[src/rtl/tsam_pkg.sv]
// shared constants, types and register codes for the touch sample average and map block
`timescale 1ns / 1ps
`default_nettype none

package tsam_pkg;

  // pairs averaged into one touch point
  localparam int SAMPLES = 3;

  // field widths
  localparam int RAW_W   = 12;
  localparam int COORD_W = 12;
  localparam int SIZE_W  = 13;
  localparam int TDATA_W = ((2 * RAW_W + 7) / 8) * 8;

  // running sum and pair counter
  localparam int SUM_W = $clog2(SAMPLES * ((1 << RAW_W) - 1) + 1);
  localparam int CNT_W = $clog2(SAMPLES + 1);

  // division of the sum by SAMPLES as a multiply by a rounded-up reciprocal
  localparam int          DIV_L       = $clog2(SAMPLES);
  localparam int          RECIP_SHIFT = SUM_W + DIV_L;
  localparam int unsigned RECIP       = ((1 << RECIP_SHIFT) + SAMPLES - 1) / SAMPLES;
  localparam int          RECIP_W     = RECIP_SHIFT + 1;
  localparam int          AVG_MUL_W   = SUM_W + RECIP_W;

  // mapping product and its sequential division
  localparam int PROD_W    = RAW_W + SIZE_W;
  localparam int DIV_CNT_W = $clog2(PROD_W + 1);

  localparam logic [COORD_W-1:0] COORD_MAX = {COORD_W{1'b1}};

  // queue between front and back
  localparam int FIFO_DEPTH = 2;
  localparam int FIFO_AW    = $clog2(FIFO_DEPTH);
  localparam int FIFO_CW    = $clog2(FIFO_DEPTH + 1);

  // configuration port
  localparam int CFG_IDX_W  = 3;
  localparam int CFG_DATA_W = 13;

  localparam logic [CFG_IDX_W-1:0] REG_X_MIN         = CFG_IDX_W'(0);
  localparam logic [CFG_IDX_W-1:0] REG_X_MAX         = CFG_IDX_W'(1);
  localparam logic [CFG_IDX_W-1:0] REG_Y_MIN         = CFG_IDX_W'(2);
  localparam logic [CFG_IDX_W-1:0] REG_Y_MAX         = CFG_IDX_W'(3);
  localparam logic [CFG_IDX_W-1:0] REG_SCREEN_WIDTH  = CFG_IDX_W'(4);
  localparam logic [CFG_IDX_W-1:0] REG_SCREEN_HEIGHT = CFG_IDX_W'(5);

  // calibration defaults
  localparam logic [RAW_W-1:0]  X_MIN_RST         = RAW_W'(350);
  localparam logic [RAW_W-1:0]  X_MAX_RST         = RAW_W'(3900);
  localparam logic [RAW_W-1:0]  Y_MIN_RST         = RAW_W'(350);
  localparam logic [RAW_W-1:0]  Y_MAX_RST         = RAW_W'(3800);
  localparam logic [SIZE_W-1:0] SCREEN_WIDTH_RST  = SIZE_W'(480);
  localparam logic [SIZE_W-1:0] SCREEN_HEIGHT_RST = SIZE_W'(320);

  // one job handed from front to back
  typedef struct packed {
    logic             pressed;
    logic [SUM_W-1:0] sum_x;
    logic [SUM_W-1:0] sum_y;
  } job_t;

  // calibration register set
  typedef struct packed {
    logic [RAW_W-1:0]  x_min;
    logic [RAW_W-1:0]  x_max;
    logic [RAW_W-1:0]  y_min;
    logic [RAW_W-1:0]  y_max;
    logic [SIZE_W-1:0] screen_width;
    logic [SIZE_W-1:0] screen_height;
  } cal_t;

  // queue fill status
  typedef struct packed {
    logic full;
    logic empty;
  } fifo_stat_t;

  // divider status
  typedef struct packed {
    logic busy;
    logic done;
  } div_stat_t;

endpackage

`default_nettype wire

[src/rtl/tsam_fifo.sv]
// two-entry job queue between the sample front end and the mapping back end
`timescale 1ns / 1ps
`default_nettype none

module tsam_fifo (
  input  wire                  clk,
  input  wire                  rst_n,
  input  wire                  push,
  input  tsam_pkg::job_t       push_job,
  input  wire                  pop,
  output tsam_pkg::job_t       head_job,
  output tsam_pkg::fifo_stat_t stat
);

  tsam_pkg::job_t                    mem_r [tsam_pkg::FIFO_DEPTH];
  logic [tsam_pkg::FIFO_AW-1:0]      wr_ptr_r;
  logic [tsam_pkg::FIFO_AW-1:0]      rd_ptr_r;
  logic [tsam_pkg::FIFO_CW-1:0]      count_r;
  logic                              do_push;
  logic                              do_pop;

  // status and head of queue
  assign stat.full  = (count_r == tsam_pkg::FIFO_CW'(tsam_pkg::FIFO_DEPTH));
  assign stat.empty = (count_r == '0);
  assign head_job   = mem_r[rd_ptr_r];
  assign do_push    = push && !stat.full;
  assign do_pop     = pop && !stat.empty;

  // pointers and fill count
  always_ff @(posedge clk) begin
    if (!rst_n) begin
      wr_ptr_r <= '0;
      rd_ptr_r <= '0;
      count_r  <= '0;
    end else begin
      if (do_push) wr_ptr_r <= wr_ptr_r + 1'b1;
      if (do_pop)  rd_ptr_r <= rd_ptr_r + 1'b1;
      case ({do_push, do_pop})
        2'b10:   count_r <= count_r + 1'b1;
        2'b01:   count_r <= count_r - 1'b1;
        default: count_r <= count_r;
      endcase
    end
  end

  // storage
  always_ff @(posedge clk) begin
    if (do_push) mem_r[wr_ptr_r] <= push_job;
  end

endmodule

`default_nettype wire

[src/rtl/tsam_front.sv]
// front end: takes sample pairs, sums each burst and queues finished or pen-up jobs
`timescale 1ns / 1ps
`default_nettype none

module tsam_front (
  input  wire                                 clk,
  input  wire                                 rst_n,
  input  wire                                 in_tvalid,
  output logic                                in_tready,
  input  wire  [tsam_pkg::TDATA_W-1:0]        in_tdata,  // raw_x, raw_y
  input  wire                                 in_tuser,  // pen_down
  output logic                                push_valid,
  output tsam_pkg::job_t                      push_job,
  input  tsam_pkg::fifo_stat_t                fifo_stat
);

  logic [tsam_pkg::SUM_W-1:0] sum_x_r;
  logic [tsam_pkg::SUM_W-1:0] sum_y_r;
  logic [tsam_pkg::CNT_W-1:0] cnt_r;
  logic [tsam_pkg::SUM_W-1:0] sum_x_nxt;
  logic [tsam_pkg::SUM_W-1:0] sum_y_nxt;
  logic [tsam_pkg::RAW_W-1:0] raw_x;
  logic [tsam_pkg::RAW_W-1:0] raw_y;
  logic                       accept;
  logic                       last_pair;

  // field split and accept
  assign raw_x     = in_tdata[tsam_pkg::RAW_W-1:0];
  assign raw_y     = in_tdata[2*tsam_pkg::RAW_W-1:tsam_pkg::RAW_W];
  assign in_tready = !fifo_stat.full;
  assign accept    = in_tvalid && in_tready;
  assign last_pair = (cnt_r == tsam_pkg::CNT_W'(tsam_pkg::SAMPLES - 1));

  // running sums with this pair added
  assign sum_x_nxt = sum_x_r + tsam_pkg::SUM_W'(raw_x);
  assign sum_y_nxt = sum_y_r + tsam_pkg::SUM_W'(raw_y);

  // a job leaves on pen up or on the last pair of a burst
  always_comb begin
    push_valid       = accept && (!in_tuser || last_pair);
    push_job.pressed = in_tuser;
    push_job.sum_x   = in_tuser ? sum_x_nxt : '0;
    push_job.sum_y   = in_tuser ? sum_y_nxt : '0;
  end

  // burst accumulation
  always_ff @(posedge clk) begin
    if (!rst_n) begin
      sum_x_r <= '0;
      sum_y_r <= '0;
      cnt_r   <= '0;
    end else if (accept) begin
      if (!in_tuser || last_pair) begin
        sum_x_r <= '0;
        sum_y_r <= '0;
        cnt_r   <= '0;
      end else begin
        sum_x_r <= sum_x_nxt;
        sum_y_r <= sum_y_nxt;
        cnt_r   <= cnt_r + 1'b1;
      end
    end
  end

endmodule

`default_nettype wire

[src/rtl/tsam_div.sv]
// restoring divider, one quotient bit per cycle
`timescale 1ns / 1ps
`default_nettype none

module tsam_div (
  input  wire                                clk,
  input  wire                                rst_n,
  input  wire                                start,
  input  wire  [tsam_pkg::PROD_W-1:0]        dividend,
  input  wire  [tsam_pkg::RAW_W-1:0]         divisor,
  output logic [tsam_pkg::PROD_W-1:0]        quotient,
  output tsam_pkg::div_stat_t                stat
);

  logic [tsam_pkg::PROD_W-1:0]    quo_r;
  logic [tsam_pkg::RAW_W-1:0]     rem_r;
  logic [tsam_pkg::RAW_W-1:0]     den_r;
  logic [tsam_pkg::DIV_CNT_W-1:0] cnt_r;
  logic                           busy_r;
  logic                           done_r;
  logic [tsam_pkg::RAW_W:0]       rem_sh;
  logic [tsam_pkg::RAW_W:0]       trial;
  logic                           fits;

  // one trial subtraction
  assign rem_sh = {rem_r, quo_r[tsam_pkg::PROD_W-1]};
  assign trial  = rem_sh - {1'b0, den_r};
  assign fits   = (rem_sh >= {1'b0, den_r});

  assign quotient  = quo_r;
  assign stat.busy = busy_r;
  assign stat.done = done_r;

  // control
  always_ff @(posedge clk) begin
    if (!rst_n) begin
      busy_r <= 1'b0;
      done_r <= 1'b0;
      cnt_r  <= '0;
    end else begin
      done_r <= 1'b0;
      if (start) begin
        busy_r <= 1'b1;
        cnt_r  <= '0;
      end else if (busy_r) begin
        cnt_r <= cnt_r + 1'b1;
        if (cnt_r == tsam_pkg::DIV_CNT_W'(tsam_pkg::PROD_W - 1)) begin
          busy_r <= 1'b0;
          done_r <= 1'b1;
        end
      end
    end
  end

  // datapath
  always_ff @(posedge clk) begin
    if (start) begin
      quo_r <= dividend;
      rem_r <= '0;
      den_r <= divisor;
    end else if (busy_r) begin
      quo_r <= {quo_r[tsam_pkg::PROD_W-2:0], fits};
      rem_r <= fits ? trial[tsam_pkg::RAW_W-1:0] : rem_sh[tsam_pkg::RAW_W-1:0];
    end
  end

endmodule

`default_nettype wire

[src/rtl/tsam_back.sv]
// back end: averages a burst, clamps, scales and divides per axis, holds the result; pen-up jobs give zero
`timescale 1ns / 1ps
`default_nettype none

module tsam_back (
  input  wire                                 clk,
  input  wire                                 rst_n,
  input  tsam_pkg::fifo_stat_t                fifo_stat,
  input  tsam_pkg::job_t                      head_job,
  output logic                                pop,
  input  tsam_pkg::cal_t                      cal,
  output logic                                out_tvalid,
  input  wire                                 out_tready,
  output logic [tsam_pkg::TDATA_W-1:0]        out_tdata,  // screen_x, screen_y
  output logic                                out_tuser   // pressed
);

  typedef enum logic [2:0] {
    ST_IDLE,
    ST_AVG,
    ST_CLAMP,
    ST_MUL,
    ST_GO,
    ST_DIV,
    ST_DONE
  } state_t;

  state_t state_r;
  state_t state_nxt;

  // per axis lanes, x in lane 0 and y in lane 1
  logic [tsam_pkg::SUM_W-1:0]     sum_r      [2];
  logic [tsam_pkg::RAW_W-1:0]     avg_r      [2];
  logic [tsam_pkg::RAW_W-1:0]     diff_r     [2];
  logic [tsam_pkg::RAW_W-1:0]     den_r      [2];
  logic [tsam_pkg::SIZE_W-1:0]    span_r     [2];
  logic                           zero_r     [2];
  logic [tsam_pkg::PROD_W-1:0]    mul_r      [2];
  logic [tsam_pkg::COORD_W-1:0]   res_r      [2];
  logic                           pressed_r;

  logic [tsam_pkg::RAW_W-1:0]     lo         [2];
  logic [tsam_pkg::RAW_W-1:0]     hi         [2];
  logic [tsam_pkg::SIZE_W-1:0]    size       [2];
  logic [tsam_pkg::AVG_MUL_W-1:0] avg_prod   [2];
  logic [tsam_pkg::RAW_W-1:0]     avg_nxt    [2];
  logic [tsam_pkg::RAW_W-1:0]     clamp_v    [2];
  logic [tsam_pkg::RAW_W-1:0]     diff_nxt   [2];
  logic [tsam_pkg::RAW_W-1:0]     den_nxt    [2];
  logic [tsam_pkg::SIZE_W-1:0]    span_nxt   [2];
  logic                           zero_nxt   [2];
  logic [tsam_pkg::PROD_W-1:0]    mul_nxt    [2];
  logic [tsam_pkg::PROD_W-1:0]    quo        [2];
  logic [tsam_pkg::COORD_W-1:0]   res_nxt    [2];
  tsam_pkg::div_stat_t            div_stat   [2];

  logic                           out_valid_r;
  logic                           out_pressed_r;
  logic [tsam_pkg::COORD_W-1:0]   out_x_r;
  logic [tsam_pkg::COORD_W-1:0]   out_y_r;
  logic                           div_start;

  // calibration per lane
  always_comb begin
    lo[0]   = cal.x_min;
    hi[0]   = cal.x_max;
    size[0] = cal.screen_width;
    lo[1]   = cal.y_min;
    hi[1]   = cal.y_max;
    size[1] = cal.screen_height;
  end

  // lane datapath: average, clamp, scale, saturate
  always_comb begin
    for (int i = 0; i < 2; i++) begin
      avg_prod[i] = tsam_pkg::AVG_MUL_W'(sum_r[i]) *
                    tsam_pkg::AVG_MUL_W'(tsam_pkg::RECIP);
      avg_nxt[i]  = avg_prod[i][tsam_pkg::RECIP_SHIFT +: tsam_pkg::RAW_W];

      zero_nxt[i] = (hi[i] <= lo[i]) || (size[i] == '0);
      clamp_v[i]  = avg_r[i];
      if (clamp_v[i] < lo[i]) clamp_v[i] = lo[i];
      if (clamp_v[i] > hi[i]) clamp_v[i] = hi[i];
      diff_nxt[i] = clamp_v[i] - lo[i];
      den_nxt[i]  = zero_nxt[i] ? tsam_pkg::RAW_W'(1) : (hi[i] - lo[i]);
      span_nxt[i] = size[i] - 1'b1;

      mul_nxt[i]  = tsam_pkg::PROD_W'(diff_r[i]) * tsam_pkg::PROD_W'(span_r[i]);

      if (zero_r[i]) begin
        res_nxt[i] = '0;
      end else if (|quo[i][tsam_pkg::PROD_W-1:tsam_pkg::COORD_W]) begin
        res_nxt[i] = tsam_pkg::COORD_MAX;
      end else begin
        res_nxt[i] = quo[i][tsam_pkg::COORD_W-1:0];
      end
    end
  end

  // one divider per axis
  assign div_start = (state_r == ST_GO);

  for (genvar g = 0; g < 2; g++) begin : g_div
    tsam_div u_div (
      .clk      (clk),
      .rst_n    (rst_n),
      .start    (div_start),
      .dividend (mul_r[g]),
      .divisor  (den_r[g]),
      .quotient (quo[g]),
      .stat     (div_stat[g])
    );
  end

  // sequencer next state
  always_comb begin
    state_nxt = state_r;
    pop       = 1'b0;
    case (state_r)
      ST_IDLE: begin
        if (!fifo_stat.empty) begin
          pop       = 1'b1;
          state_nxt = head_job.pressed ? ST_AVG : ST_DONE;
        end
      end
      ST_AVG:   state_nxt = ST_CLAMP;
      ST_CLAMP: state_nxt = ST_MUL;
      ST_MUL:   state_nxt = ST_GO;
      ST_GO:    state_nxt = ST_DIV;
      ST_DIV: begin
        if (div_stat[0].done) state_nxt = ST_DONE;
      end
      ST_DONE: begin
        if (!out_valid_r || out_tready) state_nxt = ST_IDLE;
      end
      default:  state_nxt = ST_IDLE;
    endcase
  end

  // sequencer state, lane registers and result register
  always_ff @(posedge clk) begin
    if (!rst_n) begin
      state_r     <= ST_IDLE;
      out_valid_r <= 1'b0;
    end else begin
      state_r <= state_nxt;

      // result valid: loaded when a job finishes, dropped once taken
      if ((state_r == ST_DONE) && (!out_valid_r || out_tready)) begin
        out_valid_r <= 1'b1;
      end else if (out_valid_r && out_tready) begin
        out_valid_r <= 1'b0;
      end

      case (state_r)
        ST_IDLE: begin
          if (!fifo_stat.empty) begin
            pressed_r <= head_job.pressed;
            sum_r[0]  <= head_job.sum_x;
            sum_r[1]  <= head_job.sum_y;
            res_r[0]  <= '0;
            res_r[1]  <= '0;
          end
        end
        ST_AVG: begin
          avg_r[0] <= avg_nxt[0];
          avg_r[1] <= avg_nxt[1];
        end
        ST_CLAMP: begin
          for (int i = 0; i < 2; i++) begin
            diff_r[i] <= diff_nxt[i];
            den_r[i]  <= den_nxt[i];
            span_r[i] <= span_nxt[i];
            zero_r[i] <= zero_nxt[i];
          end
        end
        ST_MUL: begin
          mul_r[0] <= mul_nxt[0];
          mul_r[1] <= mul_nxt[1];
        end
        ST_DIV: begin
          if (div_stat[0].done) begin
            res_r[0] <= res_nxt[0];
            res_r[1] <= res_nxt[1];
          end
        end
        ST_DONE: begin
          if (!out_valid_r || out_tready) begin
            out_pressed_r <= pressed_r;
            out_x_r       <= res_r[0];
            out_y_r       <= res_r[1];
          end
        end
        default: ;
      endcase
    end
  end

  // result channel
  assign out_tvalid = out_valid_r;
  assign out_tuser  = out_pressed_r;
  assign out_tdata  = tsam_pkg::TDATA_W'({out_y_r, out_x_r});

endmodule

`default_nettype wire

[src/rtl/touch_sample_average_map_top.sv]
// Touch sample average and map: top level with calibration registers.
// A pen-up request goes from the queue straight to the result register; a burst-ending
// request is averaged, clamped, scaled and divided by the 25-step restoring dividers
// (one per axis). Throughput: a request is taken in each cycle while the two-entry job
// queue has room; jobs leave the queue one at a time.
// Reset (rst_n low, synchronous): sums, counters and queue cleared, calibration defaults.
`timescale 1ns / 1ps
`default_nettype none

module touch_sample_average_map_top (
  input  wire                                  clk,
  input  wire                                  rst_n,
  // sample channel
  input  wire                                  in_tvalid,
  output logic                                 in_tready,
  input  wire  [tsam_pkg::TDATA_W-1:0]         in_tdata,   // raw_x [11:0], raw_y [23:12]
  input  wire                                  in_tuser,   // pen_down
  // result channel
  output logic                                 out_tvalid,
  input  wire                                  out_tready,
  output logic [tsam_pkg::TDATA_W-1:0]         out_tdata,  // screen_x [11:0], screen_y [23:12]
  output logic                                 out_tuser,  // pressed
  // calibration write channel
  input  wire                                  cfg_valid,
  output logic                                 cfg_ready,
  input  wire  [tsam_pkg::CFG_IDX_W-1:0]       cfg_index,
  input  wire  [tsam_pkg::CFG_DATA_W-1:0]      cfg_data
);

  tsam_pkg::cal_t       cal_r;
  tsam_pkg::fifo_stat_t fifo_stat;
  tsam_pkg::job_t       push_job;
  tsam_pkg::job_t       head_job;
  logic                 push_valid;
  logic                 pop;

  // calibration registers
  assign cfg_ready = 1'b1;

  always_ff @(posedge clk) begin
    if (!rst_n) begin
      cal_r.x_min         <= tsam_pkg::X_MIN_RST;
      cal_r.x_max         <= tsam_pkg::X_MAX_RST;
      cal_r.y_min         <= tsam_pkg::Y_MIN_RST;
      cal_r.y_max         <= tsam_pkg::Y_MAX_RST;
      cal_r.screen_width  <= tsam_pkg::SCREEN_WIDTH_RST;
      cal_r.screen_height <= tsam_pkg::SCREEN_HEIGHT_RST;
    end else if (cfg_valid && cfg_ready) begin
      case (cfg_index)
        tsam_pkg::REG_X_MIN:         cal_r.x_min <= cfg_data[tsam_pkg::RAW_W-1:0];
        tsam_pkg::REG_X_MAX:         cal_r.x_max <= cfg_data[tsam_pkg::RAW_W-1:0];
        tsam_pkg::REG_Y_MIN:         cal_r.y_min <= cfg_data[tsam_pkg::RAW_W-1:0];
        tsam_pkg::REG_Y_MAX:         cal_r.y_max <= cfg_data[tsam_pkg::RAW_W-1:0];
        tsam_pkg::REG_SCREEN_WIDTH:  cal_r.screen_width <= cfg_data[tsam_pkg::SIZE_W-1:0];
        tsam_pkg::REG_SCREEN_HEIGHT: cal_r.screen_height <= cfg_data[tsam_pkg::SIZE_W-1:0];
        default: ;
      endcase
    end
  end

  // front end
  tsam_front u_front (
    .clk        (clk),
    .rst_n      (rst_n),
    .in_tvalid  (in_tvalid),
    .in_tready  (in_tready),
    .in_tdata   (in_tdata),
    .in_tuser   (in_tuser),
    .push_valid (push_valid),
    .push_job   (push_job),
    .fifo_stat  (fifo_stat)
  );

  // job queue
  tsam_fifo u_fifo (
    .clk      (clk),
    .rst_n    (rst_n),
    .push     (push_valid),
    .push_job (push_job),
    .pop      (pop),
    .head_job (head_job),
    .stat     (fifo_stat)
  );

  // back end
  tsam_back u_back (
    .clk        (clk),
    .rst_n      (rst_n),
    .fifo_stat  (fifo_stat),
    .head_job   (head_job),
    .pop        (pop),
    .cal        (cal_r),
    .out_tvalid (out_tvalid),
    .out_tready (out_tready),
    .out_tdata  (out_tdata),
    .out_tuser  (out_tuser)
  );

  // a job is never offered to a full queue
  a_no_push_full: assert property (@(posedge clk) disable iff (!rst_n)
    !(push_valid && fifo_stat.full))
    else $error("job pushed into full queue");

  // a pen-up result carries zero coordinates
  a_penup_zero: assert property (@(posedge clk) disable iff (!rst_n)
    (out_tvalid && !out_tuser) |-> (out_tdata == '0))
    else $error("pen-up result with nonzero coordinates");

  // an empty x calibration maps every pressed point to x zero
  a_empty_cal_x: assert property (@(posedge clk) disable iff (!rst_n)
    (out_tvalid && out_tuser && (cal_r.x_max <= cal_r.x_min))
      |-> (out_tdata[tsam_pkg::COORD_W-1:0] == '0))
    else $error("empty x calibration gave nonzero x");

endmodule

`default_nettype wire
[config.mk]
export PLATFORM = sky130hd
export DESIGN_NAME = touch_sample_average_map_top
export DESIGN_NICKNAME = d
export VERILOG_FILES = /design/src/rtl/tsam_pkg.sv /design/src/rtl/tsam_fifo.sv /design/src/rtl/tsam_front.sv /design/src/rtl/tsam_div.sv /design/src/rtl/tsam_back.sv /design/src/rtl/touch_sample_average_map_top.sv
export SDC_FILE = /design/constraint.sdc
export NUM_CORES = 2
export LEC_CHECK = 0
export BUFFER_PORTS_ARGS = -buffer_cell sky130_fd_sc_hd__buf_4
export CORE_ASPECT_RATIO = 1.4
export CORE_MARGIN = 2
export CORE_UTILIZATION = 50
export CTS_CLUSTER_SIZE = 28
export DETAILED_ROUTE_END_ITERATION = 6
export PLACE_DENSITY = 0.7
export SLEW_MARGIN = 20
export SYNTH_ARGS = -nofsm -noshare
export SYNTH_HDL_FRONTEND = slang
export SYNTH_SLANG_ARGS = --single-unit
[constraint.sdc]
create_clock -name clk -period 8.45 [get_ports clk]
set_input_delay 1.69 -clock clk [delete_from_list [all_inputs] [get_ports clk]]
set_output_delay 1.69 -clock clk [all_outputs]
set_load 0.03 [all_outputs]
==> results.tsv <==
metric	value	unit
status	complete, no violations	
TritonCTS buffer count	52	
final antenna diode count	0	
Commonest cells post-synth	651 x inv_1, 557 x nand2_1, 452 x ha_1	
Slew headroom	29.89	%
Synth area leader	edfxtp_1	
Critical Path End Type	flop	
first-pass GRT wire length	144200	µm
drt drc	0	
initial drt markers	1245	
die area	83350	µm²
Layout Cells excl Fill	5157	
Final nets	4889	
busiest layer in global routing	met2	
Routed Wire Length	88170	µm
met2 GRT Util	40.42	%
Syn Area/Cell	10.04	µm²
worst hold path class	flop to flop	
Arrival @ worst endpoint	7190	ps
Clock Skews	40.23	ps
Initial Util	50.43	%
Tcrit/Tclk final	79.83	%
Routed Antenna Nets	0	
RSZ-0062 raised after global routing	false	
post-synthesis sequential area ratio	34.10	%
post-route setup slack	1704	ps
core area	80330	µm²
main combinational cell family by area after synthesis	adder cells	
Critical Path Start	cal_r[39]	
placed cells	5059	
grt ovf	0	
library cells used by synthesis	84	
post-synth top area share	26.68	%
final core occ	54.58	%
initial antenna violation count	10	
endpoints failing setup	0	
Port-buffer cells	72	
pin count of the biggest net entering global routing	79	
Area growth syn-to-layout	8.237	%
Max Clk Rate	148.2	MHz
Post-Syn Instances	4033	
max-slew violation count	0	
syn nets	4871	
fin crit period	6746	ps
DR vias	27635	
average routed wire per standard cell	17.10	µm
CP Max Fanout	13	
layout cell share with drive strength beyond 1	6.764	%
worst-skew pair later-pin latency	630	ps
hold violation count in the final report	0	
Tightest Pin Transition	1052	ps
TritonCTS clock tree	done	
total track usage	21.47	%
vias in the first global route	28588	
fraction of registers with async set/reset	0	%
clock root cell	clkbuf_16	
Setup TNS	0	ps
pre-CTS WS	1670	ps
clock-pin slew on the worst setup and hold paths	60	ps
max_cap viols	0	
worst r2r src	cal_r[39]	
DR vias/cell	5.359	
critical path startpoint category	flop	
XOR/XNOR Fraction of Synth Area	3.243	%
Sink Count	510	
clock buffer depth	3	
Resized Gates After CTS	0	
most used flip-flop cell after synthesis	edfxtp_1	
Synth warnings	0	
hpwl dp	68670	µm
number of synthesized flops with an enable pin	360	
adder-cell share of the synthesized area	30.76	%
Routability Congestion	0.9160	
simple logic cell fraction of the synthesized area	12.94	%
die height	340.8	µm
Seq cells post-synth	510	
Compound-Gate Fraction of Synth Area	9.383	%
Post-CTS Hold Buffers	0	
top post-synthesis cells by area	edfxtp_1 27%, fa_1 17%, ha_1 14%	
critical path data required time	8900	ps
boundary pin count	74	
met3 usage	3.067	%
Die Wd	244.6	µm
DR pass1 iterations	7	
Setup CP Type	flop to flop	
HP Start	u_back.res_r[0][9]	
mux share of post-synthesis cell area	2.301	%
Netlist Area Pre-Place	40510	µm²
num rows	123	
CTS H-tree lvls	2	
Post-CTS Setup Inserts	0	
met1 global-route usage	24.46	%
cell with the most instances after synthesis	inv_1	
[routing by layer]
layer	wire length [µm]	up-vias
met4	3390	20
met5	124	-
met2	46620	524
li1	-	13444
met1	34170	13445
met3	3862	202
[metrics by stage]
| stage | instance area [µm²] | hold slack, ps |
|---|---|---|
| floorplan | 40510 | 400.3 |
| global placement | 42050 | 400.8 |
| detailed placement | 42050 | 404.5 |
| CTS | 43840 | 418.3 |
| global route | 43850 | 424.3 |
| finish | 43850 | 417.5 |
[flip-flops by register name (all words and copies together) (netlist names), 24 cells and up, named ones only]
register / cells
u_back.res_r: 24
u_back.g_div.u_div.den_r: 24
u_back.sum_r: 28
u_back.diff_r: 24
u_fifo.mem_r: 58
u_back.den_r: 24
cal_r: 74
out_tdata: 24
u_back.g_div.u_div.rem_r: 24
u_back.avg_r: 24
u_back.span_r: 26
u_back.mul_r: 50
u_back.g_div.u_div.quotient: 50
[cells by family (layout without fill, tap and decap cells)]
logic type | count (synthesis) | after routing
simple gates | 1131 | 1131
fa+ha+maj | 792 | 792
buf+inv | 776 | 838
compound gates | 588 | 588
flops | 510 | 510
xor+xnor | 150 | 150
mux | 85 | 85
other cells | 1 | 1
[worst max-delay path: stages, from the launching register on]
cell       delay (ps)
dfxtp_1           380
inv_1             130
ha_1              310
a21o_1            150
a21oi_1           140
o21ai_0           160
a2111oi_4         950
mux2_2            440
ha_1              300
a21o_1            110
a21oi_1            60
o21ai_0           190
nand4_1           120
o211ai_1          150
nand2_1           400
o21ai_0           290
ha_1              210
inv_1              60
fa_1              400
a21o_1            180
a21oi_1           210
o21bai_1           90
a21oi_1           230
o21bai_1           90
a21oi_1           270
or4b_1            460
nand4_1           100
[cell type report]
cell class,instances,area (µm²)
Clock buffer,69,1488
Inverter,652,2447
Tap cell,1062,1329
Timing Repair Buffer,88,660.6
Fill cell,7168,36490
Sequential cell,510,13810
Clock inverter,29,296.5
Multi-Input combinational cell,2747,23810
[layout by cell type (no fill, tap or decap), drive strengths merged, types with 51 or more instances in the layout]
cell / synthesis / routed
nor2: 162 / 162
mux2: 65 / 65
edfxtp: 360 / 360
ha: 452 / 452
o21ai: 101 / 101
inv: 652 / 654
xor2: 51 / 51
nor3: 57 / 57
clkbuf: 110 / 69
fa: 340 / 340
a21o: 54 / 54
a21oi: 197 / 197
dfxtp: 150 / 150
and2: 146 / 146
buf: 14 / 88
xnor2: 99 / 99
nand2: 558 / 558
[path summary, 6_finish.rpt]
| kind | endpoint | slack (ps) | cells after the start |
|---|---|---|---|
| setup / recovery | u_back.diff_r[0][22] | 1700 | 26 |
| hold / removal | out_tdata[9] | 420 | 0 |
| setup reg to reg | u_back.diff_r[0][22] | 1700 | 26 |
| hold reg to reg | out_tdata[9] | 420 | 0 |
Power is left out: the tool's default activity adds up to more than one toggle a clock period on the data nets, which glitch-free logic cannot reach.
